## config.mk

```make
export PLATFORM = sky130hd
export DESIGN_NAME = unique_key_stack_with_sort
export DESIGN_NICKNAME = d
export VERILOG_FILES = /design/src/rtl/ukss_pkg.sv /design/src/rtl/ukss_mem.sv /design/src/rtl/unique_key_stack_with_sort.sv
export VERILOG_INCLUDE_DIRS = /design/src /design/src/rtl
export SDC_FILE = /design/constraint.sdc
export NUM_CORES = 1
export LEC_CHECK = 0
export BUFFER_PORTS_ARGS = -buffer_cell sky130_fd_sc_hd__buf_2
export CORE_ASPECT_RATIO = 0.7
export CORE_MARGIN = 5
export CORE_UTILIZATION = 25
export DETAILED_ROUTE_END_ITERATION = 8
export PLACE_DENSITY = 0.49
export SLEW_MARGIN = 15
export SYNTH_ARGS = -nofsm -noshare
export SYNTH_HDL_FRONTEND = slang
export SYNTH_SLANG_ARGS = --single-unit
```

## constraint.sdc

```tcl
create_clock -name i_clk -period 4.8 [get_ports i_clk]
set_clock_uncertainty 0.15 [all_clocks]
set_input_delay 0.96 -clock i_clk [delete_from_list [all_inputs] [get_ports i_clk]]
set_output_delay 0.96 -clock i_clk [all_outputs]
set_load 0.05 [all_outputs]
```

## src/rtl/unique_key_stack_with_sort_assert.svh

```systemverilog
// assertion macros for the key stack block
`ifndef UNIQUE_KEY_STACK_WITH_SORT_ASSERT_SVH
`define UNIQUE_KEY_STACK_WITH_SORT_ASSERT_SVH

// antecedent holds in the same cycle as the consequent
`define UKSS_ASSERT_SAME(lbl, ante, cons, msg) \
    lbl: assert property (@(posedge i_clk) disable iff (!i_rst_n) (ante) |-> (cons)) \
        else $error(msg);

// consequent must hold in the cycle after the antecedent
`define UKSS_ASSERT_NEXT(lbl, ante, cons, msg) \
    lbl: assert property (@(posedge i_clk) disable iff (!i_rst_n) (ante) |=> (cons)) \
        else $error(msg);

`endif

```

## src/rtl/ukss_pkg.sv

```systemverilog
package ukss_pkg;

    // operation codes
    localparam logic [1:0] OP_PUSH = 2'd0;
    localparam logic [1:0] OP_POP  = 2'd1;
    localparam logic [1:0] OP_SORT = 2'd2;

    // result status codes
    localparam logic [1:0] ST_DONE  = 2'd0;
    localparam logic [1:0] ST_DUP   = 2'd1;
    localparam logic [1:0] ST_FULL  = 2'd2;
    localparam logic [1:0] ST_EMPTY = 2'd3;

endpackage

```

## src/rtl/ukss_mem.sv

```systemverilog
module ukss_mem #(
    parameter int DEPTH = 16,
    parameter int WIDTH = 26,
    localparam int AW   = (DEPTH > 1) ? $clog2(DEPTH) : 1
) (
    input  logic             i_clk,
    input  logic             i_wr_en,
    input  logic [AW-1:0]    i_wr_addr,
    input  logic [WIDTH-1:0] i_wr_data,
    input  logic             i_rd_en,
    input  logic [AW-1:0]    i_rd_addr,
    output logic [WIDTH-1:0] o_rd_data
);

    logic [WIDTH-1:0] r_mem [DEPTH];

    // one write port, one registered read port
    always_ff @(posedge i_clk) begin
        if (i_wr_en) begin
            r_mem[i_wr_addr] <= i_wr_data;
        end
        if (i_rd_en) begin
            o_rd_data <= r_mem[i_rd_addr];
        end
    end

endmodule

```

## src/rtl/unique_key_stack_with_sort.sv

```systemverilog
// Bounded stack of {key, value} entries with duplicate-key refusal and sort.
// Command channel: drive i_operation, i_entry_key, i_entry_value with start;
// a command is taken at a clock edge where start is high and busy is low.
// Result channel: o_strobe is high for exactly one cycle with o_status,
// o_entry_count, o_top_valid, o_top_key and o_top_value; the receiver must
// take it then, there is no back pressure. busy stays high from the accepted
// command until the strobe cycle, so one command is in flight at a time.
// A push scans the stored keys for a duplicate, stopping at the first match
// and scanning all of them when the key is new. The single read port of the
// entry memory shapes the work: the search reads one entry per cycle and the
// sort is a series of bubble passes, each one entry shorter than the last.
// Reset clears the entry count and the sequencer; memory contents are not
// cleared, as only entries below the count are ever used.
`include "unique_key_stack_with_sort_assert.svh"

module unique_key_stack_with_sort #(
    parameter int STACK_DEPTH = 16,
    parameter int KEY_BITS    = 16,
    parameter int VALUE_BITS  = 10,
    localparam int CW = $clog2(STACK_DEPTH + 1),
    localparam int AW = (STACK_DEPTH > 1) ? $clog2(STACK_DEPTH) : 1
) (
    input  logic                  i_clk,
    input  logic                  i_rst_n,
    input  logic                  start,
    output logic                  busy,
    input  logic [1:0]            i_operation,
    input  logic [KEY_BITS-1:0]   i_entry_key,
    input  logic [VALUE_BITS-1:0] i_entry_value,
    output logic                  o_strobe,
    output logic [1:0]            o_status,
    output logic [CW-1:0]         o_entry_count,
    output logic                  o_top_valid,
    output logic [KEY_BITS-1:0]   o_top_key,
    output logic [VALUE_BITS-1:0] o_top_value
);

    localparam int EW = KEY_BITS + VALUE_BITS;
    // memory word: {slot at sort start, key, value}
    localparam int MW = EW + AW;

    typedef enum logic [2:0] {
        S_IDLE,
        S_SRCH,
        S_DECIDE,
        S_SORT_LOAD,
        S_SORT_STEP,
        S_SORT_END,
        S_TOP,
        S_FINISH
    } t_state;

    t_state                r_state;
    logic [CW-1:0]         r_count;
    logic [CW-1:0]         r_idx;
    logic [AW-1:0]         r_last;
    logic [KEY_BITS-1:0]   r_key;
    logic [VALUE_BITS-1:0] r_val;
    logic [MW-1:0]         r_carry;
    logic                  r_first;
    logic                  r_dup;
    logic [1:0]            r_status;

    logic                  mem_wr_en;
    logic [AW-1:0]         mem_wr_addr;
    logic [MW-1:0]         mem_wr_data;
    logic                  mem_rd_en;
    logic [AW-1:0]         mem_rd_addr;
    logic [MW-1:0]         mem_rd_data;

    logic [CW-1:0]         idx_next;
    logic                  full;
    logic                  key_hit;
    logic                  carry_up;
    logic [AW-1:0]         rd_tag;
    logic [MW-1:0]         rd_entry;

    assign busy     = (r_state != S_IDLE);
    assign idx_next = r_idx + CW'(1);
    assign full     = (r_count == CW'(STACK_DEPTH));
    assign key_hit  = (mem_rd_data[EW-1:VALUE_BITS] == r_key);
    // first pass tags each entry with the slot it was read from
    assign rd_tag   = r_first ? r_idx[AW-1:0] : mem_rd_data[MW-1:EW];
    assign rd_entry = {rd_tag, mem_rd_data[EW-1:0]};
    // carried entry rises past a larger value, or an equal one from a higher slot
    assign carry_up = (r_carry[VALUE_BITS-1:0] < mem_rd_data[VALUE_BITS-1:0]) ||
                      ((r_carry[VALUE_BITS-1:0] == mem_rd_data[VALUE_BITS-1:0]) &&
                       (r_carry[MW-1:EW] < rd_tag));

    // entry memory
    ukss_mem #(
        .DEPTH (STACK_DEPTH),
        .WIDTH (MW)
    ) u_mem (
        .i_clk     (i_clk),
        .i_wr_en   (mem_wr_en),
        .i_wr_addr (mem_wr_addr),
        .i_wr_data (mem_wr_data),
        .i_rd_en   (mem_rd_en),
        .i_rd_addr (mem_rd_addr),
        .o_rd_data (mem_rd_data)
    );

    // memory addressing per sequencer step
    always_comb begin
        mem_wr_en   = 1'b0;
        mem_wr_addr = r_idx[AW-1:0];
        mem_wr_data = {AW'(0), r_key, r_val};
        mem_rd_en   = 1'b0;
        mem_rd_addr = '0;
        case (r_state)
            S_IDLE: begin
                mem_rd_en = start;
            end
            S_SRCH, S_SORT_LOAD: begin
                mem_rd_en   = 1'b1;
                mem_rd_addr = idx_next[AW-1:0];
            end
            S_DECIDE: begin
                mem_wr_en   = !r_dup && !full;
                mem_wr_addr = r_count[AW-1:0];
            end
            S_SORT_STEP: begin
                mem_wr_en   = 1'b1;
                mem_wr_addr = r_idx[AW-1:0] - AW'(1);
                mem_wr_data = carry_up ? rd_entry : r_carry;
                mem_rd_en   = 1'b1;
                mem_rd_addr = idx_next[AW-1:0];
            end
            S_SORT_END: begin
                mem_wr_en   = 1'b1;
                mem_wr_addr = r_last;
                mem_wr_data = r_carry;
                mem_rd_en   = 1'b1;
            end
            S_TOP: begin
                mem_rd_en   = 1'b1;
                mem_rd_addr = r_count[AW-1:0] - AW'(1);
            end
            default: begin
                mem_rd_en = 1'b0;
            end
        endcase
    end

    // sequencer, count and result registers
    always_ff @(posedge i_clk) begin
        if (!i_rst_n) begin
            r_state  <= S_IDLE;
            r_count  <= '0;
            o_strobe <= 1'b0;
        end else begin
            o_strobe <= 1'b0;
            case (r_state)
                S_IDLE: begin
                    if (start) begin
                        r_key    <= i_entry_key;
                        r_val    <= i_entry_value;
                        r_dup    <= 1'b0;
                        r_idx    <= '0;
                        r_first  <= 1'b1;
                        r_status <= ukss_pkg::ST_DONE;
                        case (i_operation)
                            ukss_pkg::OP_PUSH: begin
                                r_state <= (r_count == '0) ? S_DECIDE : S_SRCH;
                            end
                            ukss_pkg::OP_POP: begin
                                if (r_count == '0) begin
                                    r_status <= ukss_pkg::ST_EMPTY;
                                end else begin
                                    r_count <= r_count - CW'(1);
                                end
                                r_state <= S_TOP;
                            end
                            ukss_pkg::OP_SORT: begin
                                r_last  <= r_count[AW-1:0] - AW'(1);
                                r_state <= (r_count <= CW'(1)) ? S_TOP : S_SORT_LOAD;
                            end
                            default: begin
                                r_state <= S_TOP;
                            end
                        endcase
                    end
                end
                // duplicate search, one stored key per cycle
                S_SRCH: begin
                    if (key_hit) begin
                        r_dup   <= 1'b1;
                        r_state <= S_DECIDE;
                    end else if (idx_next == r_count) begin
                        r_state <= S_DECIDE;
                    end else begin
                        r_idx <= idx_next;
                    end
                end
                S_DECIDE: begin
                    if (r_dup) begin
                        r_status <= ukss_pkg::ST_DUP;
                    end else if (full) begin
                        r_status <= ukss_pkg::ST_FULL;
                    end else begin
                        r_count <= r_count + CW'(1);
                    end
                    r_state <= S_TOP;
                end
                // bubble pass: the smallest value rises to r_last
                S_SORT_LOAD: begin
                    r_carry <= rd_entry;
                    r_idx   <= CW'(1);
                    r_state <= S_SORT_STEP;
                end
                S_SORT_STEP: begin
                    if (!carry_up) begin
                        r_carry <= rd_entry;
                    end
                    if (r_idx == CW'(r_last)) begin
                        r_state <= S_SORT_END;
                    end else begin
                        r_idx <= idx_next;
                    end
                end
                S_SORT_END: begin
                    r_first <= 1'b0;
                    if (r_last == AW'(1)) begin
                        r_state <= S_TOP;
                    end else begin
                        r_last  <= r_last - AW'(1);
                        r_idx   <= '0;
                        r_state <= S_SORT_LOAD;
                    end
                end
                S_TOP: begin
                    r_state <= S_FINISH;
                end
                S_FINISH: begin
                    o_strobe      <= 1'b1;
                    o_status      <= r_status;
                    o_entry_count <= r_count;
                    o_top_valid   <= (r_count != '0);
                    if (r_count != '0) begin
                        o_top_key   <= mem_rd_data[EW-1:VALUE_BITS];
                        o_top_value <= mem_rd_data[VALUE_BITS-1:0];
                    end else begin
                        o_top_key   <= '0;
                        o_top_value <= '0;
                    end
                    r_state <= S_IDLE;
                end
                default: begin
                    r_state <= S_IDLE;
                end
            endcase
        end
    end

    // checks
    `UKSS_ASSERT_NEXT(a_accept_busy, start && !busy, busy, "accepted command did not raise busy")
    `UKSS_ASSERT_NEXT(a_strobe_single, o_strobe, !o_strobe, "result beat lasted more than one cycle")
    `UKSS_ASSERT_SAME(a_idle_no_write, r_state == S_IDLE, !mem_wr_en, "memory written while idle")
    `UKSS_ASSERT_SAME(a_count_bound, 1'b1, r_count <= CW'(STACK_DEPTH), "entry count beyond depth")

endmodule

```

# --- Yosys cells after proc, flatten, opt, wreduce, memory -nomap -nowiden ---
# Memory sizes are Yosys's and may differ from the RTL's. A register that Yosys moved wholly into a read port is not among the register bits.
# Cells that the tools add are included.
word_totals:
  inputBits: 31
  register_bits: 112
  memories: 1
  mem_bits_rw: 480
op_classes:
  eq_ne: 30
  reduce_logical: 28
  n_addsub: 6
  order_cmp: 3
  n_mux: 48
mem_list:
  columns: ["memory", "depth", "word_bits", "rd", "rd_ports_with_merged_regs", "wr", "line", "text"]
  rows:
  - ["u_mem.r_mem", 16, 30, 1, 1, 1, "ukss_mem.sv:15", "logic [WIDTH-1:0] r_mem [DEPTH];"]
op_table:
  columns: ["cell", "count"]
  rows:
  - ["$pmux W30 S2", 2]
  - ["$mux W30", 2]
  - ["$mux W5", 10]
  - ["$pmux W5 S5", 1]
  - ["$pmux W3 S8", 1]
  - ["$ne A2 B2 Y1 const B", 11]
  - ["$mux W3", 6]
  - ["$eq A16 B16 Y1", 1]
  - ["$mux W4", 4]
  - ["$pmux W4 S2", 2]
  - ["$eq A3 B3 Y1 const B", 4]
  - ["$mux W2", 6]
  - ["$pmux W4 S3", 1]
  - ["$reduce_and A3 Y1", 4]
  - ["$sub A4 B1 Y4 const B", 3]
  - ["$add A5 B1 Y5 const B", 2]
  - ["$eq A10 B10 Y1", 1]
  - ["$lt A10 B10 Y1", 1]
  - ["$pmux W5 S2", 1]
  - ["$reduce_bool A5 Y1", 2]
  - ["$pmux W1 S2", 4]
  - ["$reduce_and A4 Y1", 2]
  - ["$reduce_bool A2 Y1", 4]
  - ["$reduce_and A7 Y1", 1]
  - ["29 further kinds", 39]

# --- Logic depth before layout (Yosys ltp) ---
logic_depth:
  depth_word: 6
  ltp_mapped: 12
  mapped_depth_nobuf: 8

# --- Hierarchy ---
# From an unflattened synthesis, not the netlist that was laid out.
unflattened:
  cells_unflattened: 1256
  area_unflattened_um2: 24920.2
modules_own_cells:
  columns: ["mod", "cells_per_inst", "n_inst", "area_each_um2"]
  rows:
  - ["ukss_mem", 785, 1, 19241.0]
  - ["unique_key_stack_with_sort", 471, 1, 5679.2]

# --- Worst setup path after synthesis ---
# Ideal clock, no wire load.
synth_path:
  path_kind: "input-to-reg"
  from: "input start"
  to: "register u_mem.o_rd_data[0] (read register of u_mem.r_mem) (enable)"
  path_stages: 4
  n_path_buf: 0
  slack_ns: 0.856
  t_arrival_ns: 3.335
  required_ns: 4.191
  setup_ns: 0.459
  path_cell_list: "inv_1 > nor2_1 > nor2_1 > o21ai_0"
synth_via:
  elab_chain_len: 1
synth_lines:
  columns: ["item", "line", "text"]
  rows:
  - ["start: declaration", "unique_key_stack_with_sort.sv:25", "input logic start,"]
  - ["$pmux W1 S2", "unique_key_stack_with_sort.sv:111", "case (r_state)"]
  - ["via mem_rd_en", "unique_key_stack_with_sort.sv:67", "logic mem_rd_en;"]
  - ["end: declaration", "ukss_mem.sv:12", "output logic [WIDTH-1:0] o_rd_data"]
# The timed path passes the listed nets, and every way through them passes these cells.
# A chain may end at the register's enable or synchronous reset.

# --- Worst setup path after layout ---
layout_path:
  from: "register r_state[0]"
  to: "memory u_mem.r_mem[8][23] (netlist bit) (enable)"
layout_via:
  elab_chain_len: 5
  word_cells_on_any_way: 8
  classes_between: "eq/ne (3); mux (4); reduce/logical (1)"
layout_lines:
  columns: ["item", "line", "text"]
  rows:
  - ["start: declaration", "unique_key_stack_with_sort.sv:53", "t_state r_state;"]
  - ["start signal: assignment", "unique_key_stack_with_sort.sv:165", "r_state <= (r_count == '0) ? S_DECIDE : S_SRCH;"]
  - ["start signal: assignment", "unique_key_stack_with_sort.sv:177", "r_state <= (r_count <= CW'(1)) ? S_TOP : S_SORT_LOAD;"]
  - ["$eq A3 B3 Y1", "unique_key_stack_with_sort.sv:111", null]
  - ["$reduce_or A2 Y1 (no line)", null, null]
  - ["$pmux W1 S2", "unique_key_stack_with_sort.sv:111", null]
  - ["$mux W1", "ukss_mem.sv:19", "if (i_wr_en) begin"]
  - ["$mux W1 (not written as such)", "ukss_mem.sv:20", "r_mem[i_wr_addr] <= i_wr_data;"]
  - ["end: declaration", "ukss_mem.sv:15", null]
# Parallel ways exist; a longest one is shown, timed or not.

==> flow_metrics.env <==
export IMPL_first_global_vias=15490
export IMPL_overflow=0
export IMPL_ys_warnings_count=0
export IMPL_dieArea_mm2=0.1089
export IMPL_clock_sinks=622
export IMPL_drt_iter0_drc=1588
export IMPL_peakVddDrop_v=0.0005907
export IMPL_endpoint_kind="flop"
export IMPL_hold_viol=0
export IMPL_root_buffer="clkbuf_16"
export IMPL_synthFlopType="edfxtp_1"
export IMPL_ys_ff_latch=622
export IMPL_synth_edff_count=613
export IMPL_drv_slew=0
export IMPL_h_tree_depth=2
export IMPL_min_to="o_status[1]"
export IMPL_postCtsSetupBuffers=0
export IMPL_cap_violations=0
export IMPL_ys_types=57
export IMPL_yosysTopAreaCell="edfxtp_1"
export IMPL_clock_latency_ps=610
export IMPL_power_static_leakage_nw=9.876
export IMPL_place_port_buffers=66
export IMPL_die_x_um=392.3
export IMPL_initial_utilization_pct=25.11
export IMPL_r2r_start="r_state[0]"
export IMPL_avgSynthCellArea_um2=13.03
export IMPL_clock_fmax_ghz=0.2559
export IMPL_ys_seq_area_share_pct=72.66
export IMPL_reg2reg_depth=9
export IMPL_finalCritPeriodShare_pct=81.40
export IMPL_place_hpwl_um=42880
export IMPL_grt_max_degree=110
export IMPL_cts_resized=0
export IMPL_cts_hold_fix_buffers=0
export IMPL_setup_slack_ps=892.7
export IMPL_pre_cts_ws_ps=926.1
export IMPL_synth_area_mm2=0.02558
export IMPL_criticalPathCategory="flop to flop"
export IMPL_ff2ff_setup_slack_ps=890
export IMPL_row_count=98
export IMPL_routed_wirelength_um=71450
export IMPL_required_ps=4920
export IMPL_finalPower_mw=20.98
export IMPL_core_mm2=0.1019
export IMPL_powerDensity_mw_per_mm2=714.9
export IMPL_maxSlewHeadroom_pct=28.26
export IMPL_min_from="r_status[1]"
export IMPL_finalNetCount=2071
export IMPL_synthToLayoutAreaGrowth_pct=14.74
export IMPL_grt_pass1_wl_um=105400
export IMPL_min_period_ps=3907
export IMPL_arrival_ps=4020
export IMPL_wl_per_cell_um=20.97
export IMPL_netlist_area_leader_share_pct=71.96
export IMPL_path_max_fanout=17
export IMPL_clockBufferDepth=3
export IMPL_holdPathStages=0
export IMPL_drive_gt1_share_pct=11.18
export IMPL_die_h_um=277.6
export IMPL_clk_pin_slew_worst_paths_ps=60
export IMPL_cts_buffers=56
export IMPL_r2r_end="u_mem.r_mem[8][23]"
export IMPL_num_vias=16210
export IMPL_hp_class="flop to flop"
export IMPL_start_kind="flop"
export IMPL_drc=0
export IMPL_async_reset_ff_share_pct=0
export IMPL_pin_count=67
export IMPL_ys_top_cells_by_area="edfxtp_1, nand2_1, nand3_1, buf_2, a21oi_1"
export IMPL_gp_congestion=0.8040
export IMPL_setup_viol=0
export IMPL_worst_slew_pin_slew_ps=1076
export IMPL_synth_nets=2020
export IMPL_avgViaCountPerCell=4.757
export IMPL_outcome="finished clean"
export IMPL_finalSetupTns_ps=0
export IMPL_drt_pass1_iter_count=5
export IMPL_synth_cells=1964
export IMPL_postRouteAntennaNets=0
export IMPL_rsz0062_at_grt="false"
export IMPL_antenna_found_initial=2
export IMPL_diodes=0
export IMPL_grt_total_usage_pct=12.75
export IMPL_tritoncts="done"
routing by layer:
| layer | share of wire (%) | GRT usage, % | up-vias | wire length, µm |
|---|---|---|---|---|
| met5 | 0 | 0 | - | 0 |
| met1 | 48 | 20.01 | 8240 | 34510 |
| met4 | 1.5 | 1.995 | 0 | 1070 |
| li1 | - | - | 7288 | - |
| met2 | 42 | 18.06 | 603 | 29900 |
| met3 | 8.4 | 2.907 | 80 | 5975 |
power breakdown:
group	internal (mW)	switching (mW)	total (mW)
clock	2.28	1.99	4.27
sequential	7.70	0.457	8.16
combinational	2.34	6.22	8.56
total	12.3	8.67	21.0
cell families (layout without fill, tap and decap cells):
kind of cell / after synthesis / after routing / share of synthesized area [%]
and+or+nand+nor: 929 / 929 / 16.32
DFF: 622 / 622 / 72.66
AOI/OAI and AO/OA: 180 / 180 / 5.023
buffers and inverters: 154 / 248 / 2.812
xor gates and xnor gates: 37 / 37 / 1.296
adders and majority gates: 25 / 25 / 1.223
muxes: 17 / 17 / 0.6700
worst max-delay path by stage:
| stage | from | to | slack (ps) | depth (start not counted) |
|---|---|---|---|---|
| finish | r_state[0] | u_mem.r_mem[8][23] | 890 | 9 |
| global route | r_state[0] | u_mem.o_rd_data[7] | 660 | 9 |
| CTS | r_state[0] | u_mem.o_rd_data[7] | 870 | 9 |
| detailed placement | r_state[0] | u_mem.o_rd_data[7] | 930 | 9 |
| global placement | r_count[0] | u_mem.o_rd_data[17] | 750 | 8 |
| floorplan | start | u_mem.o_rd_data[0] | 860 | 4 |
layout by cell type, fill, tap and decap left out, types with 29 or more instances in the layout:
| cell type | instances |
|---|---|
| buf_4 | 41 |
| nand4_1 | 30 |
| buf_2 | 66 |
| inv_1 | 29 |
| nand2_1 | 458 |
| and2_1 | 35 |
| nand3_1 | 302 |
| a21oi_1 | 65 |
| nor2_1 | 33 |
| clkbuf_16 | 57 |
| edfxtp_1 | 613 |
synthesized netlist by cell type (7+ instances only):
master and count:
clkbuf_1 33, buf_4 8, xnor2_1 10, a21oi_1 66, inv_1 29, nor2b_1 21, ha_1 25, nand3_1 302
nor3_1 7, nor2_1 50, a221oi_1 20, o21ai_0 15, nor4_1 8, edfxtp_1 613, o21ai_1 12, dfxtp_1 9
mux2i_1 16, buf_2 77, a221o_1 26, nand2_1 458, nand4_1 30, and2_1 36, xor2_1 26
through the flow:
stage               std cells  area [µm²]  hold WS [ps]  utilization [%]
floorplan                1964       25580         250.3                -
global placement         3307       27680         270.8            27.16
detailed placement       3307       27680         265.2            27.16
CTS                      3408       29350         280.3            28.81
global route             3408       29350         289.8            28.81
finish                   3408       29350         276.8            28.81
registers in the layout, indices dropped and copies added, names as in the netlist:
signal           count
o_top_valid          1
r_key               16
o_top_value         10
r_val               10
r_first              1
r_dup                1
r_count              5
r_state              3
r_status             2
r_carry             30
u_mem.o_rd_data     30
o_top_key           16
u_mem.r_mem        480
o_strobe             1
o_status             2
r_last               4
o_entry_count        5
r_idx                5
critical path, stage by stage, from the launching register on:
cell and delay, ps:
dfxtp_1 360, inv_1 140, ha_1 460, nand2b_1 320
a311oi_2 440, o21ai_0 140, o2bb2a_1 290, nand2_1 250
nor2_4 590, buf_4 410
cell type report:
class	instances	area, µm²
Multi-Input combinational cell	1188	6435
Fill cell	10300	72540
Clock buffer	69	1471
Inverter	29	108.9
Tap cell	1350	1689
Clock inverter	32	202.7
Timing Repair Buffer	118	858.3
Sequential cell	622	18590
(Power assumes the default switching activity.)
